<file path="src/rtl/core/plb_pkg.sv">
// Shared types and codes for the positional list buffer.
// Used by plb_ctrl, plb_dp and the top level; depends on nothing.
package plb_pkg;

	// Action codes
	localparam logic [2:0] ACT_ADD_FRONT  = 3'd0;
	localparam logic [2:0] ACT_ADD_REAR   = 3'd1;
	localparam logic [2:0] ACT_DEL_FRONT  = 3'd2;
	localparam logic [2:0] ACT_DEL_REAR   = 3'd3;
	localparam logic [2:0] ACT_INSERT_POS = 3'd4;
	localparam logic [2:0] ACT_DEL_POS    = 3'd5;

	// Status codes
	localparam logic [1:0] ST_OK        = 2'd0;
	localparam logic [1:0] ST_UNDERFLOW = 2'd1;
	localparam logic [1:0] ST_RANGE     = 2'd2;
	localparam logic [1:0] ST_FULL      = 2'd3;

	typedef enum logic [2:0] {
		S_IDLE,
		S_DECIDE,
		S_TAKE,
		S_GRAB,
		S_READ,
		S_WRITE,
		S_PUT,
		S_FIN
	} state_t;

	typedef enum logic [1:0] {
		K_NONE,
		K_INSERT,
		K_REMOVE
	} kind_t;

	// Commands from controller to datapath
	typedef struct packed {
		logic accept;      // latch a new word and decode it
		logic take;        // read the entry being removed
		logic grab;        // capture the removed entry
		logic read_shift;  // read the neighbour of the move pointer
		logic write_shift; // write the neighbour at the move pointer, step it
		logic put;         // write the new element at its slot
		logic finish;      // update the count
	} plb_cmd_t;

	// Status from datapath to controller
	typedef struct packed {
		kind_t kind;       // what the current word does to the list
		logic  more;       // one more entry still has to move
	} plb_stat_t;

endpackage

</file>
<file path="src/rtl/core/plb_ram.sv">
// Generic single-write, single-read RAM with registered read data.
// No dependencies.
module plb_ram #(
	parameter int WIDTH = 32,
	parameter int DEPTH = 16
) (
	input  logic                     clk,
	input  logic                     we,
	input  logic [$clog2(DEPTH)-1:0] waddr,
	input  logic [WIDTH-1:0]         wdata,
	input  logic [$clog2(DEPTH)-1:0] raddr,
	output logic [WIDTH-1:0]         rdata
);

	logic [WIDTH-1:0] mem [DEPTH];

	always_ff @(posedge clk) begin
		if (we) begin
			mem[waddr] <= wdata;
		end
		rdata <= mem[raddr];
	end

endmodule

</file>
<file path="src/rtl/core/plb_ctrl.sv">
// Sequencer for the positional list buffer.
// Depends on plb_pkg; drives plb_dp through plb_cmd_t.
module plb_ctrl import plb_pkg::*; (
	input  logic      clk,
	input  logic      arst_n,
	input  logic      start,
	input  plb_stat_t stat,
	output plb_cmd_t  cmd,
	output logic      busy,
	output logic      done
);

	state_t state_q, state_d;
	logic   done_q;

	always_ff @(posedge clk or negedge arst_n) begin
		if (!arst_n) begin
			state_q <= S_IDLE;
			done_q  <= 1'b0;
		end else begin
			state_q <= state_d;
			done_q  <= (state_q == S_FIN);
		end
	end

	// Next state
	always_comb begin
		state_d = state_q;
		case (state_q)
			S_IDLE: begin
				if (start) state_d = S_DECIDE;
			end
			S_DECIDE: begin
				case (stat.kind)
					K_INSERT: state_d = S_READ;
					K_REMOVE: state_d = S_TAKE;
					default:  state_d = S_FIN;
				endcase
			end
			S_TAKE:  state_d = S_GRAB;
			S_GRAB:  state_d = S_READ;
			S_READ: begin
				if (stat.more)                 state_d = S_WRITE;
				else if (stat.kind == K_INSERT) state_d = S_PUT;
				else                           state_d = S_FIN;
			end
			S_WRITE: state_d = S_READ;
			S_PUT:   state_d = S_FIN;
			S_FIN:   state_d = S_IDLE;
			default: state_d = S_IDLE;
		endcase
	end

	// Outputs
	always_comb begin
		cmd             = '0;
		cmd.accept      = (state_q == S_IDLE) && start;
		cmd.take        = (state_q == S_TAKE);
		cmd.grab        = (state_q == S_GRAB);
		cmd.read_shift  = (state_q == S_READ);
		cmd.write_shift = (state_q == S_WRITE);
		cmd.put         = (state_q == S_PUT);
		cmd.finish      = (state_q == S_FIN);
	end

	assign busy = (state_q != S_IDLE);
	assign done = done_q;

endmodule

</file>
<file path="src/rtl/core/plb_dp.sv">
// Datapath of the positional list buffer: decode, count, move pointer and store.
// Depends on plb_pkg and plb_ram.
module plb_dp import plb_pkg::*; #(
	parameter int DEPTH         = 16,
	parameter int ELEMENT_WIDTH = 32
) (
	input  logic                       clk,
	input  logic                       arst_n,
	input  plb_cmd_t                   cmd,
	input  logic [2:0]                 action,
	input  logic [4:0]                 position,
	input  logic [31:0]                value,
	output plb_stat_t                  stat,
	output logic [1:0]                 status,
	output logic [31:0]                removed_value,
	output logic [$clog2(DEPTH+1)-1:0] element_count
);

	localparam int AW = $clog2(DEPTH);
	localparam int CW = $clog2(DEPTH+1);

	logic [CW-1:0]            count_q;
	logic [CW-1:0]            ptr_q;
	logic [AW-1:0]            idx_q;
	kind_t                    kind_q;
	logic [1:0]               status_q;
	logic [31:0]              removed_q;
	logic [ELEMENT_WIDTH-1:0] value_q;

	// Decode of the incoming word against the current count
	logic [31:0]   pos32, cnt32;
	logic          full, empty;
	kind_t         kind_d;
	logic [1:0]    status_d;
	logic [31:0]   idx32;

	assign pos32 = 32'(position);
	assign cnt32 = 32'(count_q);
	assign full  = (cnt32 >= DEPTH);
	assign empty = (count_q == '0);

	always_comb begin
		kind_d   = K_NONE;
		status_d = ST_OK;
		idx32    = '0;
		case (action)
			ACT_ADD_FRONT: begin
				if (full) status_d = ST_FULL;
				else kind_d = K_INSERT;
			end
			ACT_ADD_REAR: begin
				idx32 = cnt32;
				if (full) status_d = ST_FULL;
				else kind_d = K_INSERT;
			end
			ACT_DEL_FRONT: begin
				if (empty) status_d = ST_UNDERFLOW;
				else kind_d = K_REMOVE;
			end
			ACT_DEL_REAR: begin
				idx32 = cnt32 - 32'd1;
				if (empty) status_d = ST_UNDERFLOW;
				else kind_d = K_REMOVE;
			end
			ACT_INSERT_POS: begin
				idx32 = pos32 - 32'd1;
				if (pos32 < 32'd1 || pos32 > cnt32 + 32'd1) status_d = ST_RANGE;
				else if (full) status_d = ST_FULL;
				else kind_d = K_INSERT;
			end
			ACT_DEL_POS: begin
				idx32 = pos32 - 32'd1;
				if (pos32 < 32'd1 || pos32 > cnt32) status_d = ST_RANGE;
				else kind_d = K_REMOVE;
			end
			default: ;
		endcase
	end

	// Move pointer arithmetic
	logic [CW:0]   ptr_up;
	logic [CW-1:0] ptr_dn;
	logic [AW-1:0] shift_raddr;

	assign ptr_up = {1'b0, ptr_q} + (CW+1)'(1);
	assign ptr_dn = ptr_q - CW'(1);
	assign shift_raddr = (kind_q == K_INSERT) ? ptr_dn[AW-1:0] : ptr_up[AW-1:0];

	always_comb begin
		stat.kind = kind_q;
		if (kind_q == K_INSERT) stat.more = (ptr_q > CW'(idx_q));
		else                    stat.more = (ptr_up < {1'b0, count_q});
	end

	// Store
	logic                     we;
	logic [AW-1:0]            waddr, raddr;
	logic [ELEMENT_WIDTH-1:0] wdata, rdata;

	assign we    = cmd.write_shift | cmd.put;
	assign waddr = cmd.put ? idx_q : ptr_q[AW-1:0];
	assign wdata = cmd.put ? value_q : rdata;
	assign raddr = cmd.take ? idx_q : shift_raddr;

	plb_ram #(
		.WIDTH (ELEMENT_WIDTH),
		.DEPTH (DEPTH)
	) u_store (
		.clk   (clk),
		.we    (we),
		.waddr (waddr),
		.wdata (wdata),
		.raddr (raddr),
		.rdata (rdata)
	);

	// Control registers
	always_ff @(posedge clk or negedge arst_n) begin
		if (!arst_n) begin
			count_q <= '0;
			kind_q  <= K_NONE;
		end else begin
			if (cmd.accept) kind_q <= kind_d;
			if (cmd.finish) begin
				if (kind_q == K_INSERT)      count_q <= count_q + CW'(1);
				else if (kind_q == K_REMOVE) count_q <= count_q - CW'(1);
			end
		end
	end

	// Payload registers
	always_ff @(posedge clk) begin
		if (cmd.accept) begin
			idx_q     <= idx32[AW-1:0];
			ptr_q     <= (kind_d == K_INSERT) ? count_q : CW'(idx32[AW-1:0]);
			status_q  <= status_d;
			removed_q <= '0;
			value_q   <= ELEMENT_WIDTH'(value);
		end else begin
			if (cmd.grab) removed_q <= 32'(rdata);
			if (cmd.write_shift) begin
				if (kind_q == K_INSERT) ptr_q <= ptr_dn;
				else                    ptr_q <= ptr_up[CW-1:0];
			end
		end
	end

	assign status        = status_q;
	assign removed_value = removed_q;
	assign element_count = count_q;

endmodule

</file>
<file path="src/rtl/core/positional_list_buffer.sv">
// Top level of the positional list buffer: ordered list with positional add/remove.
// Depends on plb_pkg, plb_ctrl, plb_dp (which holds plb_ram).
//
//  channel | ports                                   | handshake
//  --------+-----------------------------------------+------------------------------
//  command | action, position, value                 | taken when start & !busy
//  result  | status, removed_value, element_count    | one-cycle strobe on done
//
// One command word is worked at a time. A word that fails or changes nothing goes
// from acceptance through the decide and finish states to the done strobe. An add or remove moves
// every entry behind its slot one place through the store RAM, each moved entry
// read and then written on the single port pair: an insert moves its entries and
// then writes the new element, while a remove first reads and captures the removed
// entry and then moves its entries. busy falls in the cycle done is high, so the
// next word may be taken then. Reset empties the list at once; the store needs
// no clearing since only entries below the count are ever read. The receiver
// cannot stall: each result holds on its ports until the next word is taken.
module positional_list_buffer import plb_pkg::*; #(
	parameter int DEPTH         = 16,
	parameter int ELEMENT_WIDTH = 32
) (
	input  logic                       clk,
	input  logic                       arst_n,
	input  logic                       start,
	output logic                       busy,
	input  logic [2:0]                 action,
	input  logic [4:0]                 position,
	input  logic [31:0]                value,
	output logic                       done,
	output logic [1:0]                 status,
	output logic [31:0]                removed_value,
	output logic [$clog2(DEPTH+1)-1:0] element_count
);

	plb_cmd_t  cmd;
	plb_stat_t stat;

	// Sequence the word: decode, capture on remove, move entries, write on insert, finish
	plb_ctrl u_ctrl (
		.clk    (clk),
		.arst_n (arst_n),
		.start  (start),
		.stat   (stat),
		.cmd    (cmd),
		.busy   (busy),
		.done   (done)
	);

	// Hold the count, the move pointer, the result and the store
	plb_dp #(
		.DEPTH         (DEPTH),
		.ELEMENT_WIDTH (ELEMENT_WIDTH)
	) u_dp (
		.clk           (clk),
		.arst_n        (arst_n),
		.cmd           (cmd),
		.action        (action),
		.position      (position),
		.value         (value),
		.stat          (stat),
		.status        (status),
		.removed_value (removed_value),
		.element_count (element_count)
	);

endmodule
</file>
<file path="config.mk">
export PLATFORM = sky130hd
export DESIGN_NAME = positional_list_buffer
export DESIGN_NICKNAME = d
export VERILOG_FILES = /design/src/rtl/core/plb_pkg.sv /design/src/rtl/core/plb_ram.sv /design/src/rtl/core/plb_ctrl.sv /design/src/rtl/core/plb_dp.sv /design/src/rtl/core/positional_list_buffer.sv
export SDC_FILE = /design/constraint.sdc
export NUM_CORES = 1
export LEC_CHECK = 0
export ABC_AREA = 1
export BUFFER_PORTS_ARGS = -buffer_cell sky130_fd_sc_hd__buf_2
export CAP_MARGIN = 20
export CORE_MARGIN = 1
export CORE_UTILIZATION = 40
export DETAILED_ROUTE_END_ITERATION = 7
export HOLD_SLACK_MARGIN = 0.15
export PLACE_DENSITY = 0.53
export SYNTH_ARGS = -nofsm -noshare
export SYNTH_HDL_FRONTEND = slang
export SYNTH_SLANG_ARGS = --single-unit
</file>
<file path="constraint.sdc">
create_clock -name clk -period 4.1 [get_ports clk]
set_input_delay 0.82 -clock clk [delete_from_list [all_inputs] [get_ports clk]]
set_output_delay 0.82 -clock clk [all_outputs]
set_load 0.01 [all_outputs]
</file>
# Yosys cells after proc, flatten, opt, wreduce, memory -nomap -nowiden
# Memory sizes are Yosys's and may differ from the RTL's. A register that Yosys moved wholly into a read port is not among the register bits.
# Cells that the tools add are included.
[word_totals]
ramBits = 512
mem_count = 1
in_bits = 43
latch_bits = 0
output_inout_bits = 41
wordCells = 83
romBits = 0
regBits = 86
[op_classes]
n_shift = 0
div = 0
n_mux = 29
bitwise_logic = 1
addsub = 7
n_eq_ne = 16
mul = 0
order_cmp = 6
n_reduce_logical = 14
[mem_list]
columns = ["memory", "words", "word_bits", "read_ports", "rd_clocked_by_memory_dff", "wr", "line_no", "source"]
rows = [
  ["u_dp.u_store.mem", 16, 32, 1, 1, 1, "plb_ram.sv:15", "logic [WIDTH-1:0] mem [DEPTH];"],
]
[ops]
columns = ["op", "n"]
rows = [
  ["32-bit two-way mux", 1],
  ["5-bit two-way mux", 6],
  ["3-bit one-hot mux with 7 select lines", 1],
  ["3-bit equality test (second input constant)", 6],
  ["2-bit one-hot mux with 4 select lines", 2],
  ["5-bit by 1-bit adder with 6-bit output (second input constant)", 2],
  ["3-bit by 2-bit equality test with 1-bit output (second input constant)", 4],
  ["4-bit two-way mux", 3],
  ["4-bit one-hot mux with 3 select lines", 1],
  ["2-bit two-way mux", 5],
  ["5-bit by 1-bit subtractor with 5-bit output (second input constant)", 2],
  ["2-bit OR reduction", 4],
  ["4-bit by 1-bit subtractor with 4-bit output (second input constant)", 2],
  ["1-bit two-way mux", 7],
  ["3-bit by 1-bit equality test with 1-bit output (second input constant)", 2],
  ["5-bit by 6-bit greater-than comparator with 1-bit output", 1],
  ["3-bit logical NOT", 2],
  ["6-bit by 5-bit < comparator with 1-bit output", 1],
  ["3-bit two-way mux", 2],
  ["3-bit one-hot mux with 2 select lines", 1],
  ["5-bit by 1-bit adder with 5-bit output (second input constant)", 1],
  ["5-bit greater-or-equal comparator (second input constant)", 1],
  ["5-bit by 4-bit greater-than comparator with 1-bit output", 1],
  ["5-bit greater-than comparator", 1],
  ["other kinds (11)", 14],
]

# Longest topological paths before layout
[depth]
ltp_word = 8
depth_mapped = 16

# Hierarchy
# From an unflattened synthesis, not the netlist that was laid out.
[hier_totals]
cells_unflattened = 2699
area_unflattened_um2 = 27367.5
[modules_own_cells]
columns = ["mod", "instances", "seq_area_each_um2", "cells_each", "area_each_um2"]
rows = [
  ["plb_ram", 1, 16015.4, 2120, 22730.6],
  ["plb_dp", 1, 2107.0, 540, 4344.2],
  ["plb_ctrl", 1, 100.1, 39, 292.8],
]

# Worst setup path after synthesis
# OpenSTA, ideal clock, no wires.
[synth_path]
kind = "register to register"
startpoint = "register u_ctrl.state_q[0]"
endpoint = "memory u_dp.u_store.mem[0][0], enable pin"
period_less_slack_ps = 3142
slack_ps = 958
stages_incl_launch_ff = 11
t_required_ps = 3679
n_path_buf = 1
arrival_ps = 2721
cell_sequence = "dfrtp_1 inv_1 nand2_2 clkinv_1 nand2_1 buf_2 o21ai_0 inv_1 nor2_1 nand2_1 nor2_1"
[synth_via]
elab_chain_cells = 4
word_cells_on_any_way = 6
classes_between = "eq/ne: 2; mux: 3; bitwise: 1"
[synth_lines]
columns = ["item", "line_no", "source"]
rows = [
  ["start, declared", "plb_ctrl.sv:13", "state_t state_q, state_d;"],
  ["start signal, assigned", "plb_ctrl.sv:21", "state_q <= state_d;"],
  ["3-bit equality test, on equally long branches", "plb_ctrl.sv:61, plb_ctrl.sv:62", ""],
  ["1-bit bitwise OR", "plb_dp.sv:100", "assign we = cmd.write_shift | cmd.put;"],
  ["1-bit two-way mux", "plb_ram.sv:18", "if (we) begin"],
  ["1-bit two-way mux (implied by the code)", "plb_ram.sv:19", "mem[waddr] <= wdata;"],
  ["end, declared", "plb_ram.sv:15", ""],
]
# Parallel ways exist; a longest one is shown, timed or not.

# Worst setup path in the final report
[layout_path]
startpoint = "register u_ctrl.state_q[0]"
endpoint = "memory u_dp.u_store.mem[7][29], enable pin"
# Same word-level chain as after synthesis.

==> flow_metrics.tcl <==
set metrics [dict create \
    syn_area_mm2 0.02561 \
    synth_area_leader_cell "edfxtp_1" \
    syn_nets 2137 \
    synth_edf_count 555 \
    cap_violations 0 \
    setup_tns_ns 0 \
    drcViolationCount 0 \
    row_count 92 \
    die_h_um 255.0 \
    endpoint_kind "flip-flop" \
    tightest_slew_ns 0.9409 \
    setup_violations 0 \
    grt_pass1_vias 15726 \
    io_buffers 83 \
    syn-instance-count 2065 \
    worstPathArrival_ns 3.59 \
    routed-via-count 15894 \
    rsz0062_at_grt "no" \
    fill_cells 5595 \
    ys_types 42 \
    ant_nets 0 \
    status "finished, final reports clean" \
    synth-seq-cells 630 \
    cp.required_ns 4.39 \
    grt_pass1_wl_um 96460 \
    clk_pin_slew_worst_paths_ns 0.06 \
    synthFlopType "edfxtp_1" \
    placed_area_mm2 0.02710 \
    async_flop_share 0.01746 \
    initial_core_util 0.4052 \
    clkLatencyLatePin_ns 0.60 \
    die_w_um 255.0 \
    final_area_mm2 0.02936 \
    wire_per_inst_um 20.85 \
    core_mm2 0.06320 \
    hold_viol_final 0 \
    num-nets-final 2212 \
    synth_top_area_share 0.6508 \
    synth_warnings 0 \
    final_max_slew_viol_count 0 \
    ctsRootBufferMaster "clkbuf_16" \
    num_io_pins 84 \
    initialDrtViolationCount 1246 \
    final_common_cell "edfxtp_1" \
    synth.avg_cell_area_um2 12.40 \
    cts_tree "done" \
    grt-ovfl-total 0 \
    grt_max_degree 121 \
    die_area_mm2 0.06503 \
    dr.pass1.iters 5 \
    seqCellArea_mm2 0.01822 \
    grt_antenna_before_repair 0 \
    multi_input_area_mm2 0.006645 \
    post-route-period-util 0.8044 \
    fmax_ghz 0.3032 \
    finalClockSkew_ns 0.01903 \
    final_util 0.4645 \
    layout_common_cells "555 x edfxtp_1, 340 x nor2_1, 222 x o21ai_0" \
    cts_sinks 630 \
    grt_use_total 0.1970 \
    h-tree-depth 3 \
    yosysSeqAreaShare 0.7116 \
    fin_crit_ns 3.298 \
    gp_congestion 0.8221 \
    synthTopCellsByArea "edfxtp_1 65%, nor2_1 5.2%, dfxtp_1 5.0%, o21ai_0 4.3%, o211ai_1 3.5%" \
    area_delta_synth_final_pct 14.64 \
    clockBufferDepth 3 \
    start_kind "flip-flop" \
    path_max_fanout 17 \
    min_path_type "in -> reg" \
    postCtsSetupBuffers 0 \
    timing_worst_setup_path_type "reg -> reg" \
    cts_buffers 68 \
    hpwl_um 35740 \
    routed_wl_um 63400 \
    antenna_cells 0 \
    max_slew_margin 0.3674 \
    cts_resized 0 \
    via_per_inst 5.227 \
    layout-drive-gt1-share 0.1399 \
]
==> repair_timing <==
item / in CTS / in global routing
endpoints found under the setup margin: 0 / 0
hold endpoints to repair: 11 / 0
hold buffers: 1 / 0
==> logic make-up (layout without fill, tap and decap cells) <==
kind of cell    after synthesis  count (layout)  synth area share
buf+inv                     192             322           0.03572
flops                       630             630            0.7116
fa+ha+maj                    29              29           0.01446
xor+xnor                     12              12          0.004105
mux                          32              32           0.01407
compound gates              411             411           0.09377
simple gates                759             759            0.1263
==> cells in the mapped netlist (all sizes together), types with 32 or more instances <==
| cell | number |
|---|---|
| nor2 | 359 |
| nand2 | 177 |
| buf | 63 |
| nand3 | 160 |
| edfxtp | 555 |
| dfxtp | 64 |
| inv | 70 |
| a21oi | 42 |
| clkbuf | 58 |
| mux2 | 32 |
| or2 | 57 |
| o21ai | 236 |
| o211ai | 120 |
==> through the flow <==
| stage | hold WS, ns | instances | setup WS, ns |
|---|---|---|---|
| after floorplan | 0.4366 | 2065 | 0.9576 |
| after CTS | 0.3581 | 3041 | 0.8394 |
| after global placement | 0.4496 | 2915 | 0.9866 |
| after detailed placement | 0.4525 | 2915 | 0.8634 |
| final | 0.3940 | 3041 | 0.8018 |
| after global routing | 0.3748 | 3041 | 0.5863 |
==> critical path, stage by stage, from the launching register on <==
cell and delay [ns]:
dfrtp_1 0.39, inv_1 0.11, nand2_2 0.11, clkinv_1 0.11
nand2_2 0.33, o21ai_0 0.59, nand3_1 0.45, nor2_4 0.64
buf_12 0.26
==> metal layers <==
layer | global-route usage | up-vias | wire length [µm]
met3 | 0.02715 | 97 | 2353
met5 | 0 | - | 0
met4 | 0.05800 | 0 | 1325
li1 | - | 7575 | -
met1 | 0.2703 | 7913 | 29140
met2 | 0.3259 | 309 | 30580
==> final timing paths <==
kind | from | endpoint | slack, ns | cells past startpoint
max | u_ctrl.state_q[0]$_DFFE_PN0P_ | u_dp.u_store.mem[7][29]$_DFFE_PP_ | 0.80 | 8
min | value[23] | u_dp.value_q[23]$_DFFE_PP_ | 0.39 | 1
max reg2reg | u_ctrl.state_q[0]$_DFFE_PN0P_ | u_dp.u_store.mem[7][29]$_DFFE_PP_ | 0.80 | 8
min reg2reg | u_dp.u_store.rdata[3]$_DFF_P_ | u_dp.removed_value[3]$_SDFFE_PP0N_ | 0.46 | 2
max in group asynchronous | arst_n | u_ctrl.state_q[1]$_DFFE_PN0P_ | 3.25 | 2
min in group asynchronous | arst_n | u_ctrl.state_q[2]$_DFFE_PN0P_ | 0.64 | 2
==> area by class of cell <==
type,instances,share of cell area
Multi-Input combinational cell,1243,0.2264
Inverter,71,0.009249
Clock buffer,99,0.06785
Clock inverter,26,0.008524
Tap cell,846,0.03606
Sequential cell,630,0.6207
Timing Repair Buffer,126,0.03120
==> sequential cells by signal, summed over array words and instances, names as in the netlist <==
register and count:
u_dp.kind_q 2, u_ctrl.state_q 3, u_dp.u_store.rdata 32, u_dp.idx_q 4
u_dp.element_count 5, u_dp.u_store.mem 512, u_dp.ptr_q 5, u_dp.value_q 32
u_dp.status 2, u_ctrl.done 1, u_dp.removed_value 32
Power is not shown: default switching activity piles up to over one toggle a cycle in this logic, so the estimate is an artifact.
